### src/design/sls_pkg.sv
// Shared constants, widths and types for the sound level offset smoother.
// Used by every module of the block; depends on nothing.
`timescale 1ns / 1ps

package sls_pkg;

    localparam int WINDOW    = 15;
    localparam int CAL_COUNT = 10;
    localparam int BIAS_RESET = 100;

    localparam int SAMPLE_W = 10;
    localparam int DEV_W    = SAMPLE_W + 1;
    localparam int SUM_W    = DEV_W + $clog2(WINDOW);
    localparam int CAL_IDX_W = $clog2(CAL_COUNT);
    localparam int CAL_DIV   = CAL_COUNT - 1;
    localparam int CAL_SUM_W = SAMPLE_W + $clog2(CAL_DIV);

    // Reciprocal constants: floor(x / d) == (x * RECIP) >> SHIFT for every x that
    // fits the dividend width, since the rounding error of RECIP stays below d.
    localparam int CAL_SHIFT   = CAL_SUM_W + $clog2(CAL_DIV);
    localparam longint CAL_RECIP = ((64'd1 << CAL_SHIFT) + CAL_DIV - 1) / CAL_DIV;
    localparam int CAL_RECIP_W = CAL_SHIFT - $clog2(CAL_DIV) + 1;

    localparam int WIN_SHIFT   = SUM_W + $clog2(WINDOW);
    localparam longint WIN_RECIP = ((64'd1 << WIN_SHIFT) + WINDOW - 1) / WINDOW;
    localparam int WIN_RECIP_W = WIN_SHIFT - $clog2(WINDOW) + 1;

    typedef enum logic
    {
        OP_CAL  = 1'b0,
        OP_MEAS = 1'b1
    } op_t;

    // One write into a unit: enable and data.
    typedef struct packed
    {
        logic                en;
        logic [SAMPLE_W-1:0] sample;
    } cal_push_t;

    typedef struct packed
    {
        logic             en;
        logic [DEV_W-1:0] dev;
    } win_push_t;

endpackage

### src/design/sls_cell.sv
// One stage of the deviation window: holds a single entry and passes it on.
// Depends on sls_pkg for the entry width.
`timescale 1ns / 1ps

module sls_cell
(
    input  logic                      clk,
    input  logic                      rst_n,
    input  logic                      shift,
    input  logic [sls_pkg::DEV_W-1:0] d,
    output logic [sls_pkg::DEV_W-1:0] q
);
    import sls_pkg::*;

    logic [DEV_W-1:0] entry_reg;

    always_ff @(posedge clk or negedge rst_n)
    begin
        if (!rst_n)
        begin
            entry_reg <= '0;
        end
        else if (shift)
        begin
            entry_reg <= d;
        end
    end

    assign q = entry_reg;

endmodule

### src/design/sls_window.sv
// Deviation window: a chain of sls_cell stages plus the running window sum.
// Depends on sls_pkg and sls_cell.
`timescale 1ns / 1ps

module sls_window
(
    input  logic                      clk,
    input  logic                      rst_n,
    input  sls_pkg::win_push_t        push,
    output logic [sls_pkg::SUM_W-1:0] sum_next
);
    import sls_pkg::*;

    logic [DEV_W-1:0] tap [WINDOW+1];
    logic [SUM_W-1:0] sum_reg;

    assign tap[0] = push.dev;

    for (genvar i = 0; i < WINDOW; i++)
    begin : g_cell
        sls_cell u_cell
        (
            .clk   (clk),
            .rst_n (rst_n),
            .shift (push.en),
            .d     (tap[i]),
            .q     (tap[i+1])
        );
    end

    // The oldest entry leaves as the new deviation enters.
    always_comb
    begin
        if (push.en)
        begin
            sum_next = sum_reg - SUM_W'(tap[WINDOW]) + SUM_W'(push.dev);
        end
        else
        begin
            sum_next = sum_reg;
        end
    end

    always_ff @(posedge clk or negedge rst_n)
    begin
        if (!rst_n)
        begin
            sum_reg <= '0;
        end
        else
        begin
            sum_reg <= sum_next;
        end
    end

endmodule

### src/design/sls_cal.sv
// Calibration unit: counts a run of samples, sums all but the first, and forms
// the offset from the run average plus the bias. Depends on sls_pkg.
`timescale 1ns / 1ps

module sls_cal
(
    input  logic                         clk,
    input  logic                         rst_n,
    input  sls_pkg::cal_push_t           push,
    input  logic [sls_pkg::SAMPLE_W-1:0] bias,
    output logic [sls_pkg::DEV_W-1:0]    offset_now,
    output logic [sls_pkg::DEV_W-1:0]    offset_next
);
    import sls_pkg::*;

    logic [CAL_IDX_W-1:0] idx_reg;
    logic [CAL_IDX_W-1:0] idx_next;
    logic [CAL_SUM_W-1:0] sum_reg;
    logic [CAL_SUM_W-1:0] sum_next;
    logic [CAL_SUM_W-1:0] sum_add;
    logic [DEV_W-1:0]     offset_reg;
    logic [CAL_SUM_W+CAL_RECIP_W-1:0] prod;
    logic [SAMPLE_W-1:0]  avg;
    logic                 last;

    // The first sample of a run is dropped.
    assign sum_add = (idx_reg != '0) ? sum_reg + CAL_SUM_W'(push.sample) : sum_reg;
    assign last    = (idx_reg >= CAL_IDX_W'(CAL_DIV));
    assign prod    = sum_add * CAL_RECIP_W'(CAL_RECIP);
    assign avg     = prod[CAL_SHIFT +: SAMPLE_W];

    always_comb
    begin
        idx_next    = idx_reg;
        sum_next    = sum_reg;
        offset_next = offset_reg;
        if (push.en)
        begin
            if (last)
            begin
                idx_next    = '0;
                sum_next    = '0;
                offset_next = DEV_W'(avg) + DEV_W'(bias);
            end
            else
            begin
                idx_next = idx_reg + 1'b1;
                sum_next = sum_add;
            end
        end
    end

    always_ff @(posedge clk or negedge rst_n)
    begin
        if (!rst_n)
        begin
            idx_reg    <= '0;
            sum_reg    <= '0;
            offset_reg <= '0;
        end
        else
        begin
            idx_reg    <= idx_next;
            sum_reg    <= sum_next;
            offset_reg <= offset_next;
        end
    end

    assign offset_now = offset_reg;

endmodule

### src/design/sound_level_offset_smoother.sv
// Top level of the sound level offset smoother: handshake, bias register,
// result pipeline and window average. Depends on sls_pkg, sls_cal, sls_window.
//
//   channel   direction  handshake               payload
//   in        input      in_valid / in_ready     op, sample
//   out       output     out_valid / out_ready   level, offset
//   cfg       input      cfg_write               cfg_data (offset bias)
//
// One item is taken per cycle unless the output stalls with stage 1 full.
// State (calibration run, offset, window cells, window sum) updates at the input
// transfer; a second stage divides the window sum by the window depth.
// Reset clears the window, the calibration run and the offset, and sets the bias
// to 100. A stalled output holds its result while one more item moves up behind it.
`timescale 1ns / 1ps

module sound_level_offset_smoother
(
    input  logic                         clk,
    input  logic                         rst_n,
    input  logic                         in_valid,
    output logic                         in_ready,
    input  logic                         op,
    input  logic [sls_pkg::SAMPLE_W-1:0] sample,
    output logic                         out_valid,
    input  logic                         out_ready,
    output logic [sls_pkg::DEV_W-1:0]    level,
    output logic [sls_pkg::DEV_W-1:0]    offset,
    input  logic                         cfg_write,
    input  logic [sls_pkg::SAMPLE_W-1:0] cfg_data
);
    import sls_pkg::*;

    logic [SAMPLE_W-1:0] bias_reg;
    logic                accept;
    logic                out_free;
    cal_push_t           cal_push;
    win_push_t           win_push;
    logic [DEV_W-1:0]    offset_now;
    logic [DEV_W-1:0]    offset_next;
    logic [SUM_W-1:0]    win_sum_next;
    logic [DEV_W-1:0]    dev;

    logic                s1_valid_reg;
    logic [SUM_W-1:0]    s1_sum_reg;
    logic [DEV_W-1:0]    s1_offset_reg;
    logic                out_valid_reg;
    logic [DEV_W-1:0]    level_reg;
    logic [DEV_W-1:0]    offset_reg;
    logic [SUM_W+WIN_RECIP_W-1:0] level_prod;

    assign out_free = !out_valid_reg || out_ready;
    assign in_ready = !s1_valid_reg || out_free;
    assign accept   = in_valid && in_ready;

    assign dev = (DEV_W'(sample) >= offset_now) ? DEV_W'(sample) - offset_now
                                                : offset_now - DEV_W'(sample);

    assign cal_push.en     = accept && (op == OP_CAL);
    assign cal_push.sample = sample;
    assign win_push.en     = accept && (op == OP_MEAS);
    assign win_push.dev    = dev;

    sls_cal u_cal
    (
        .clk         (clk),
        .rst_n       (rst_n),
        .push        (cal_push),
        .bias        (bias_reg),
        .offset_now  (offset_now),
        .offset_next (offset_next)
    );

    sls_window u_window
    (
        .clk      (clk),
        .rst_n    (rst_n),
        .push     (win_push),
        .sum_next (win_sum_next)
    );

    assign level_prod = s1_sum_reg * WIN_RECIP_W'(WIN_RECIP);

    always_ff @(posedge clk or negedge rst_n)
    begin
        if (!rst_n)
        begin
            bias_reg <= SAMPLE_W'(BIAS_RESET);
        end
        else if (cfg_write)
        begin
            bias_reg <= cfg_data;
        end
    end

    always_ff @(posedge clk or negedge rst_n)
    begin
        if (!rst_n)
        begin
            s1_valid_reg  <= 1'b0;
            out_valid_reg <= 1'b0;
        end
        else
        begin
            if (in_ready)
            begin
                s1_valid_reg <= accept;
            end
            if (out_free)
            begin
                out_valid_reg <= s1_valid_reg;
            end
        end
    end

    always_ff @(posedge clk)
    begin
        if (accept)
        begin
            s1_sum_reg    <= win_sum_next;
            s1_offset_reg <= offset_next;
        end
        if (out_free && s1_valid_reg)
        begin
            level_reg  <= level_prod[WIN_SHIFT +: DEV_W];
            offset_reg <= s1_offset_reg;
        end
    end

    assign out_valid = out_valid_reg;
    assign level     = level_reg;
    assign offset    = offset_reg;

endmodule

### config.mk
export PLATFORM = sky130hd
export DESIGN_NAME = sound_level_offset_smoother
export DESIGN_NICKNAME = d
export VERILOG_FILES = /design/src/design/sls_pkg.sv /design/src/design/sls_cell.sv /design/src/design/sls_window.sv /design/src/design/sls_cal.sv /design/src/design/sound_level_offset_smoother.sv
export SDC_FILE = /design/constraint.sdc
export NUM_CORES = 1
export LEC_CHECK = 0
export BUFFER_PORTS_ARGS = -buffer_cell sky130_fd_sc_hd__buf_2
export CAP_MARGIN = 20
export CORE_MARGIN = 2
export CORE_UTILIZATION = 45
export CTS_BUF_LIST = sky130_fd_sc_hd__clkbuf_16
export CTS_CLUSTER_SIZE = 16
export DETAILED_ROUTE_END_ITERATION = 7
export MAX_ROUTING_LAYER = met4
export SLEW_MARGIN = 20
export SYNTH_ARGS = -nofsm -noshare
export SYNTH_HDL_FRONTEND = slang
export SYNTH_SLANG_ARGS = --single-unit
export TNS_END_PERCENT = 20
### constraint.sdc
create_clock -name clk -period 19.4 [get_ports clk]
set_input_delay 0.97 -clock clk [delete_from_list [all_inputs] [get_ports clk]]
set_output_delay 0.97 -clock clk [all_outputs]
set_load 0.02 [all_outputs]
==> impl_results.md, run 1 <==
* Multi-input logic area at 8920 µm²
* Setup_tns at 0 ns
* Clock Tree Buf Depth at 3
* Hold Buf Count CTS at 0
* Pin count of the biggest net entering global routing at 100
* Clock-pin slew on the worst setup and hold paths at 0.06 ns
* Final slew viol count at 0
* Crit-path max cell delay at 0.64 ns
* Clock Tree Root: clkbuf_16
* Synth area leaders: dfrtp_1 33%, ha_1 16%, nand2_1 12%
* Top_reg_cell synth: dfrtp_1
* Reg2reg setup slack at 10.60 ns
* Sequential area share after synthesis at 0.417
* Die width at 197 µm
* Routed via count at 11,300
* Max reg flops at 165
* Post-Syn Nets at 2,042
* Worst Path Arrival at 9.31 ns
* Fill cells at 3,366
* Flops & latches, synth at 269
* Slew @ Worst Pin at 0.993 ns
* Most frequent CP cell: ha_1
* CP max FO at 6
* Number of global-route vias before repair at 11,700
* Total GRT Usage at 0.183
* Clk_skew at 0.0100 ns
* Commonest non-fill, non-tap cell in the layout: nand2_1
* Status: complete, no violations
* DR pass1 iterations at 4
* Final hold viol count at 0
* CTS tree: built
* Max Fclk at 113 MHz
* Final min period at 8.88 ns
* Unrepaired setup endpoints after global routing: false
* Crit Path Class: input port to register
* Starting Density at 0.457
* Final global-route overflow total at 0
* Area Growth Syn to Fin at 9.86%
* CP endpoint kind: register
* Die H at 197 µm
* Required time of the critical path at 19.83 ns
* CTS resizes at 0
* Layout cell share with drive strength beyond 1 at 0.0724
* Post-Syn Area at 16,700 µm²
* Die Area at 38,700 µm²
* Global-route wire length before repair at 56.8 mm
* Initial DRC Count at 597
* Yosys top cell area share at 0.326
* # port buffers at 49
* DR WL/cell at 14.4 µm
* # Post-CTS Setup Buffers at 0
* Final ANT Viol Nets at 0
* Number of core rows at 70
* Top-Level Pins at 50
* Post-synthesis async set-or-reset flop share at 0.822
* Register area at 6980 µm²
* Post-synthesis cell type count at 61
* TritonCTS buffer count at 30
* # setup viols final at 0
* Syn avg cell area at 9.64 µm²
* Detailed-route DRC error count at 0
* Worst hold path class: input port to asynchronous set/reset pin
* Overall routed net length at 32.7 mm
* Post-Synthesis Cells at 1,737
* Initial antenna violation count at 1
* Number of synthesized flops with an enable pin at 48
* Commonest cells after routing, fill and taps aside: 535 x nand2_1, 218 x dfrtp_1, 216 x ha_1
* Worst-Skew Late Latency at 0.58 ns
* H-tree depth at 1
* Synth warnings at 0
* Drt via density at 5.01
* Worst setup SP type: input port
* Total core area at 36,600 µm²
* Max-cap violation count at 0
* DP Wirelength at 24.0 mm
* Slowest stage cell, crit path: or4b_2
* Final period util at 0.458
* Placer Congestion at 0.865
* Dominant cell type by area after synthesis: dfrtp_1
* Layout Nets at 2,078
* Relative slew slack at 0.338
* CTS sink count at 269
==> routing by layer <==
metal / vias up / routed length (µm) / track usage
li1: 5760 / - / -
met1: 5425 / 15500 / 0.241
met2: 112 / 15600 / 0.301
met3: 48 / 882 / 0.0210
met4: 0 / 803 / 0.0510
met5: - / 0 / -
==> cell usage after synthesis (5+ instances only) <==
cell type / instances
mux2i_1: 9
xnor2_1: 45
clkbuf_1: 44
nor2_1: 38
inv_1: 176
fa_1: 63
dfrtp_1: 218
mux2_2: 14
o21ai_0: 77
o21a_1: 14
nand3_1: 11
and2_1: 8
nor2b_1: 6
o21bai_1: 7
nand4_1: 7
a22o_1: 5
a31oi_1: 6
edfxtp_1: 48
ha_1: 216
o31ai_1: 6
nand2_1: 536
a21o_1: 24
a21oi_1: 40
a31o_2: 5
xor2_1: 29
and3_1: 6
nand2b_1: 8
==> worst paths after layout <==
kind,from,end,cells after the start
max,sample[0],s1_offset_reg[9]$_DFFE_PP_,33
min,rst_n,u_window.g_cell[4].u_cell.q[6]$_DFFE_PN0P_,1
max reg2reg,u_cal.sum_reg[0]$_DFFE_PN0P_,s1_offset_reg[9]$_DFFE_PP_,32
min reg2reg,s1_offset_reg[4]$_DFFE_PP_,offset[4]$_DFFE_PP_,0
max in group asynchronous,rst_n,u_window.g_cell[13].u_cell.q[1]$_DFFE_PN0P_,3
min in group clk,s1_offset_reg[4]$_DFFE_PP_,offset[4]$_DFFE_PP_,0
==> layout make-up <==
class	instances	share of cell area
Tap cell	468	0.0318
Sequential cell	269	0.379
Multi-Input combinational cell	1243	0.485
Clock buffer	30	0.0408
Clock inverter	25	0.0110
Antenna cell	1	0.000136
Timing Repair Buffer	53	0.0155
Inverter	176	0.0359
==> metrics by stage <==
step | instance area [µm²] | setup WS, ns | hold WS [ns] | utilization | cells
after floorplan | 16700 | 11.00 | 0.400 | - | 1737
after global placement | 17400 | 10.17 | 0.407 | 0.476 | 2209
after detailed placement | 17400 | 9.90 | 0.408 | 0.476 | 2209
after CTS | 18400 | 10.47 | 0.422 | 0.502 | 2264
after global routing | 18400 | 9.68 | 0.425 | 0.502 | 2265
final | 18400 | 10.52 | 0.428 | 0.502 | 2265
==> cells by family after synthesis <==
family	synth area share
and+or+nand+nor	0.156
adders and majority gates	0.238
DFF	0.417
buffers and inverters	0.0507
AOI/OAI and AO/OA	0.0849
xor gates and xnor gates	0.0387
muxes	0.0148
==> worst max-delay path: cells and delay by family <==
family | cells | cell delay [ns]
AOI/OAI and AO/OA | 13 | 2.68
xor gates and xnor gates | 2 | 0.62
adders and majority gates | 9 | 3.52
buffers and inverters | 3 | 0.22
and+or+nand+nor | 6 | 1.28
Power of run 1 is left out: the tool's default activity adds up to more than one toggle a clock period on the data nets, which glitch-free logic cannot reach.
==> run 2, diff against run 1 <==
ABC_AREA = 1   (was unset)
clock period = 9.05 ns   (was 19.4 ns; I/O delays follow)
==> impl_results.md, run 2 <==
* Flops & latches, synth at 269
* Yosys top cell area share at 0.305
* Synth area leaders: dfrtp_1 30%, ha_1 15%, nand2_1 9.9%
* Most instantiated cells after synthesis: 473 x nand2_1, 342 x inv_1, 221 x o21ai_0
* Setup_tns at 0 ns
* DR pass1 iterations at 5
* Post-Syn Nets at 2,346
* Area Growth Syn to Fin at 9.14%
* Slowest stage cell, crit path: fa_1
* DR WL/cell at 14.4 µm
* Post-synthesis async set-or-reset flop share at 0.822
* Post-synthesis cell type count at 57
* Status: complete, no violations
* Hold Path Origin: cfg_data[1]
* H-tree depth at 1
* Top_reg_cell synth: dfrtp_1
* TritonCTS buffer count at 30
* Final global-route overflow total at 0
* Max reg flops at 165
* Unrepaired setup endpoints after global routing: false
* # Post-CTS Setup Buffers at 0
* Post-Synthesis Cells at 2,041
* CTS tree: built
* # setup viols final at 0
* Multi-input logic area at 9350 µm²
* Reg2Reg Depth at 36
* Crit Path Class: register to register
* Cells on Worst Hold Path at 3
* Clock Tree Root: clkbuf_16
* Dominant cell type by area after synthesis: dfrtp_1
* Fill cells at 3,835
* Die width at 203 µm
* Layout Nets at 2,384
* CP max FO at 6
* Final min period at 7.49 ns
* Synth warnings at 0
* Final ANT Viol Nets at 0
* Number of core rows at 73
* Commonest non-fill, non-tap cell in the layout: nand2_1
* Most frequent CP cell: inv_1
* Final hold viol count at 0
* Total GRT Usage at 0.197
* Die Area at 41,400 µm²
* Slew @ Worst Pin at 1.02 ns
* Cell family with most CP delay: adder cells
* Hold Crit Endpoint: bias_reg[1]$_DFFE_PN0P_
* Sequential area share after synthesis at 0.390
* Launch point of the worst reg-to-reg path: u_cal.sum_reg[0]$_DFFE_PN0P_
* Clock Tree Buf Depth at 3
* Register area at 6980 µm²
* Starting Density at 0.453
* # port buffers at 49
* Syn avg cell area at 8.77 µm²
* Reg2reg setup slack at 1.56 ns
* Worst R2R End: s1_offset_reg[8]$_DFFE_PP_
* Detailed-route DRC error count at 0
* Crit-path max cell delay at 0.55 ns
* Pin count of the biggest net entering global routing at 120
* CP endpoint kind: register
* Die H at 203 µm
* Clock-pin slew on the worst setup and hold paths at 0.05 ns
* Max-cap violation count at 0
* Total core area at 39,500 µm²
* Worst-Skew Late Latency at 0.58 ns
* DP Wirelength at 29.1 mm
* Number of global-route vias before repair at 13,300
* Drt via density at 4.95
* Max Fclk at 134 MHz
* Layout cell share with drive strength beyond 1 at 0.0772
* Top-Level Pins at 50
* Final period util at 0.828
* Worst Path Arrival at 7.80 ns
* Relative slew slack at 0.319
* Initial antenna violation count at 0
* Initial DRC Count at 640
* Final slew viol count at 0
* Post-Syn Area at 17,900 µm²
* Overall routed net length at 37.8 mm
* Routed via count at 13,000
* CTS sink count at 269
* Most numerous cell in the Yosys netlist: nand2_1
* Worst hold path class: input port to register
* Clk_skew at 0.0277 ns
* Antenna fix cells at 0
* Required time of the critical path at 9.36 ns
* Commonest cells after routing, fill and taps aside: 473 x nand2_1, 349 x inv_1, 221 x o21ai_0
* Worst setup SP type: register
* Number of synthesized flops with an enable pin at 48
* Placer Congestion at 0.908
* Global-route wire length before repair at 64.9 mm
* CP bufs+invs at 8
-- run 2: changes by cell type in the layout (fill, tap and decap cells not counted), moves of 11 or more --
cell     delta
nand3_1    +46
nor2_1     +26
o21ai_0   +144
nand2_2    +14
o21ai_1    +12
a21oi_1    +31
xnor2_1    -27
a21o_1     -16
xor2_1     +11
inv_1     +166
nand2_1    -62
-- run 2: cell families (layout without fill, tap and decap cells) --
logic type	count (synthesis)	count (layout)	share of synthesized area
flops	269	269	0.390
simple gates	651	651	0.151
compound gates	368	368	0.113
fa+ha+maj	279	279	0.222
mux	9	9	0.00566
xor+xnor	61	61	0.0311
buf+inv	404	461	0.0881
-- run 2: final cells by class --
type	instances	share of cell area
Clock buffer	30	0.0384
Clock inverter	21	0.00750
Inverter	352	0.0680
Multi-Input combinational cell	1368	0.479
Sequential cell	269	0.357
Tap cell	525	0.0336
Timing Repair Buffer	58	0.0167
-- run 2: routing by layer --
| metal | part of all wire | vias up | GRT usage |
|---|---|---|---|
| met5 | 0 | - | - |
| met4 | 0.019 | 0 | 0.0446 |
| met3 | 0.025 | 56 | 0.0169 |
| met2 | 0.48 | 149 | 0.337 |
| met1 | 0.47 | 6150 | 0.256 |
| li1 | - | 6629 | - |
-- run 2: worst max-delay path by stage --
| stage | endpoint | startpoint | cells after the start | slack (ns) |
|---|---|---|---|---|
| after floorplan | s1_offset_reg[8]$_DFFE_PP_ | sample[0] | 36 | 2.14 |
| after global placement | s1_offset_reg[8]$_DFFE_PP_ | sample[0] | 37 | 1.45 |
| after detailed placement | s1_offset_reg[8]$_DFFE_PP_ | sample[0] | 37 | 1.33 |
| after CTS | s1_offset_reg[8]$_DFFE_PP_ | u_cal.sum_reg[0]$_DFFE_PN0P_ | 36 | 1.51 |
| after global routing | s1_offset_reg[8]$_DFFE_PP_ | u_cal.sum_reg[0]$_DFFE_PN0P_ | 36 | 0.96 |
| final | s1_offset_reg[8]$_DFFE_PP_ | u_cal.sum_reg[0]$_DFFE_PN0P_ | 36 | 1.56 |
-- run 2: worst reg2reg max path, delay by kind of cell (launching register included) --
kind | cells | cell delay (ns)
AO/OA/AOI/OAI | 10 | 1.71
AND/OR/NAND/NOR | 4 | 0.38
XOR/XNOR | 4 | 0.61
buffers and inverters | 8 | 0.52
adder cells (fa/ha/maj) | 10 | 3.65
flip-flops | 1 | 0.38
-- run 2: metrics by stage --
stage / instance area (µm²) / setup WS (ns) / util / hold slack [ns] / cells
final: 19500 / 1.56 / 0.495 / 0.119 / 2623
after global routing: 19500 / 0.957 / 0.495 / 0.114 / 2623
after CTS: 19500 / 1.51 / 0.495 / 0.0951 / 2623
after detailed placement: 18600 / 1.33 / 0.472 / 0.412 / 2571
after global placement: 18600 / 1.45 / 0.472 / 0.406 / 2571
after floorplan: 17900 / 2.14 / - / 0.157 / 2041
-- run 2: repair_timing --
item	4_1_cts	5_1_grt
resized for setup	0	0
hold buffers	1	0
hold endpoints to repair	79	0
Power of run 2 is left out for the same reason.
==> run 3, diff against run 2 <==
clock period = 7.3 ns   (was 9.05 ns; I/O delays follow)
==> impl_results.md, run 3 (synthesis results as in run 2) <==
* Starting Density at 0.453
* Final min period at 6.86 ns
* Required time of the critical path at 7.64 ns
* Total core area at 39,500 µm²
* Number of global-route vias before repair at 13,500
* Final period util at 0.939
* Max reg flops at 165
* Slowest stage cell, crit path: fa_1
* Top-Level Pins at 50
* CP endpoint kind: register
* Design area at 20,000 µm²
* Dpl cell area at 18,700 µm²
* DP Wirelength at 28.9 mm
* Layout cell share with drive strength beyond 1 at 0.0995
* DR WL/cell at 14.4 µm
* Max Fclk at 146 MHz
* Met1 wire length at 17.5 mm
* Worst Path Arrival at 7.19 ns
* Initial antenna violation count at 1
* Slew @ Worst Pin at 0.816 ns
* # setup viols final at 0
* WL met2 at 18.2 mm
* CP max FO at 6
* Clock-pin slew on the worst setup and hold paths at 0.06 ns
* H-tree depth at 1
* Final global-route overflow total at 0
* Total GRT Usage at 0.199
* Number of core rows at 73
* Placer Congestion at 0.895
* Clk_skew at 0.0151 ns
* Global-route wire length before repair at 65.5 mm
* Final setup margin at 0.444 ns
* CTS tree: built
* Crit Path Class: register to register
* Layout Nets at 2,413
* Commonest cells after routing, fill and taps aside: 471 x nand2_1, 345 x inv_1, 218 x dfrtp_1
* Clock Tree Root: clkbuf_16
* Uppermost layer routed: met4
* Pin count of the biggest net entering global routing at 141
* Clock Tree Buf Depth at 3
* Most frequent CP cell: nand2_1
* Final-layout worst hold slack at 0.0646 ns
* Drt via density at 5.01
* Final Util at 0.507
* Die width at 203 µm
* Final ANT Viol Nets at 0
* # port buffers at 49
* Die Area at 41,400 µm²
* Worst setup SP type: register
* Initial DRC Count at 795
* Worst-Skew Late Latency at 0.59 ns
* Pre-CTS setup slack at -0.103 ns
* DR pass1 iterations at 5
* TritonCTS buffer count at 31
* Final slew viol count at 0
* Worst hold path class: input port to register
* Routed via count at 13,300
* Status: complete, no violations
* Crit-path max cell delay at 0.55 ns
* Area Growth Syn to Fin at 11.9%
* Overall routed net length at 38.3 mm
* Relative slew slack at 0.456
* CTS sink count at 269
* Commonest non-fill, non-tap cell in the layout: nand2_1
* Detailed-route DRC error count at 0
* Met3 wire length at 1.38 mm
* Die H at 203 µm
* Final hold viol count at 0
* Max-cap violation count at 0
[run 3: per-layer routing]
metal  up-vias  GRT usage
met5         -          -
met4         0     0.0639
met2       208      0.331
met1      6347      0.255
met3        70     0.0236
li1       6686          -
[run 3: worst paths after layout]
| check | start | end | slack (ns) | depth (start not counted) |
|---|---|---|---|---|
| setup / recovery | u_cal.sum_reg[3]$_DFFE_PN0P_ | s1_offset_reg[8]$_DFFE_PP_ | 0.44 | 34 |
| hold / removal | out_ready | out_valid$_DFFE_PN0P_ | 0.06 | 4 |
| setup reg to reg | u_cal.sum_reg[3]$_DFFE_PN0P_ | s1_offset_reg[8]$_DFFE_PP_ | 0.44 | 34 |
| hold reg to reg | s1_offset_reg[0]$_DFFE_PP_ | offset[0]$_DFFE_PP_ | 0.43 | 0 |
| max in group asynchronous | rst_n | u_window.g_cell[0].u_cell.q[8]$_DFFE_PN0P_ | 5.48 | 4 |
| min in group asynchronous | rst_n | u_window.g_cell[6].u_cell.q[9]$_DFFE_PN0P_ | 0.35 | 2 |
[run 3: cell type report]
type / count / area [µm²]
Sequential cell: 269 / 6980
Clock buffer: 31 / 776
Multi-Input combinational cell: 1368 / 9510
Antenna cell: 1 / 2.50
Tap cell: 525 / 657
Clock inverter: 24 / 183
Inverter: 352 / 1330
Fill cell: 3734 / 19400
Timing Repair Buffer: 86 / 588
[run 3: metrics by stage]
stage	std cells	TNS [ns]
after floorplan	2041	0
after global placement	2584	-0.0299
after detailed placement	2584	-0.149
after CTS	2650	0
after global routing	2656	-0.170
final	2656	0
[run 3: repair_timing]
item                                    4_1_cts  5_1_grt
resized for setup                             0       34
endpoints found under the setup margin        0       11
hold buffers                                 11        0
setup buffers                                 0        4
endpoints found under the hold margin        61        0
[run 3: worst max-delay path, delay by kind of cell (launching register included)]
kind / cells / cell delay [ns]
DFF: 1 / 0.41
buffers and inverters: 5 / 0.37
adders and majority gates: 8 / 3.17
xor gates and xnor gates: 3 / 0.50
AOI/OAI and AO/OA: 4 / 0.57
and+or+nand+nor: 14 / 1.61
Power of run 3 is left out for the same reason.
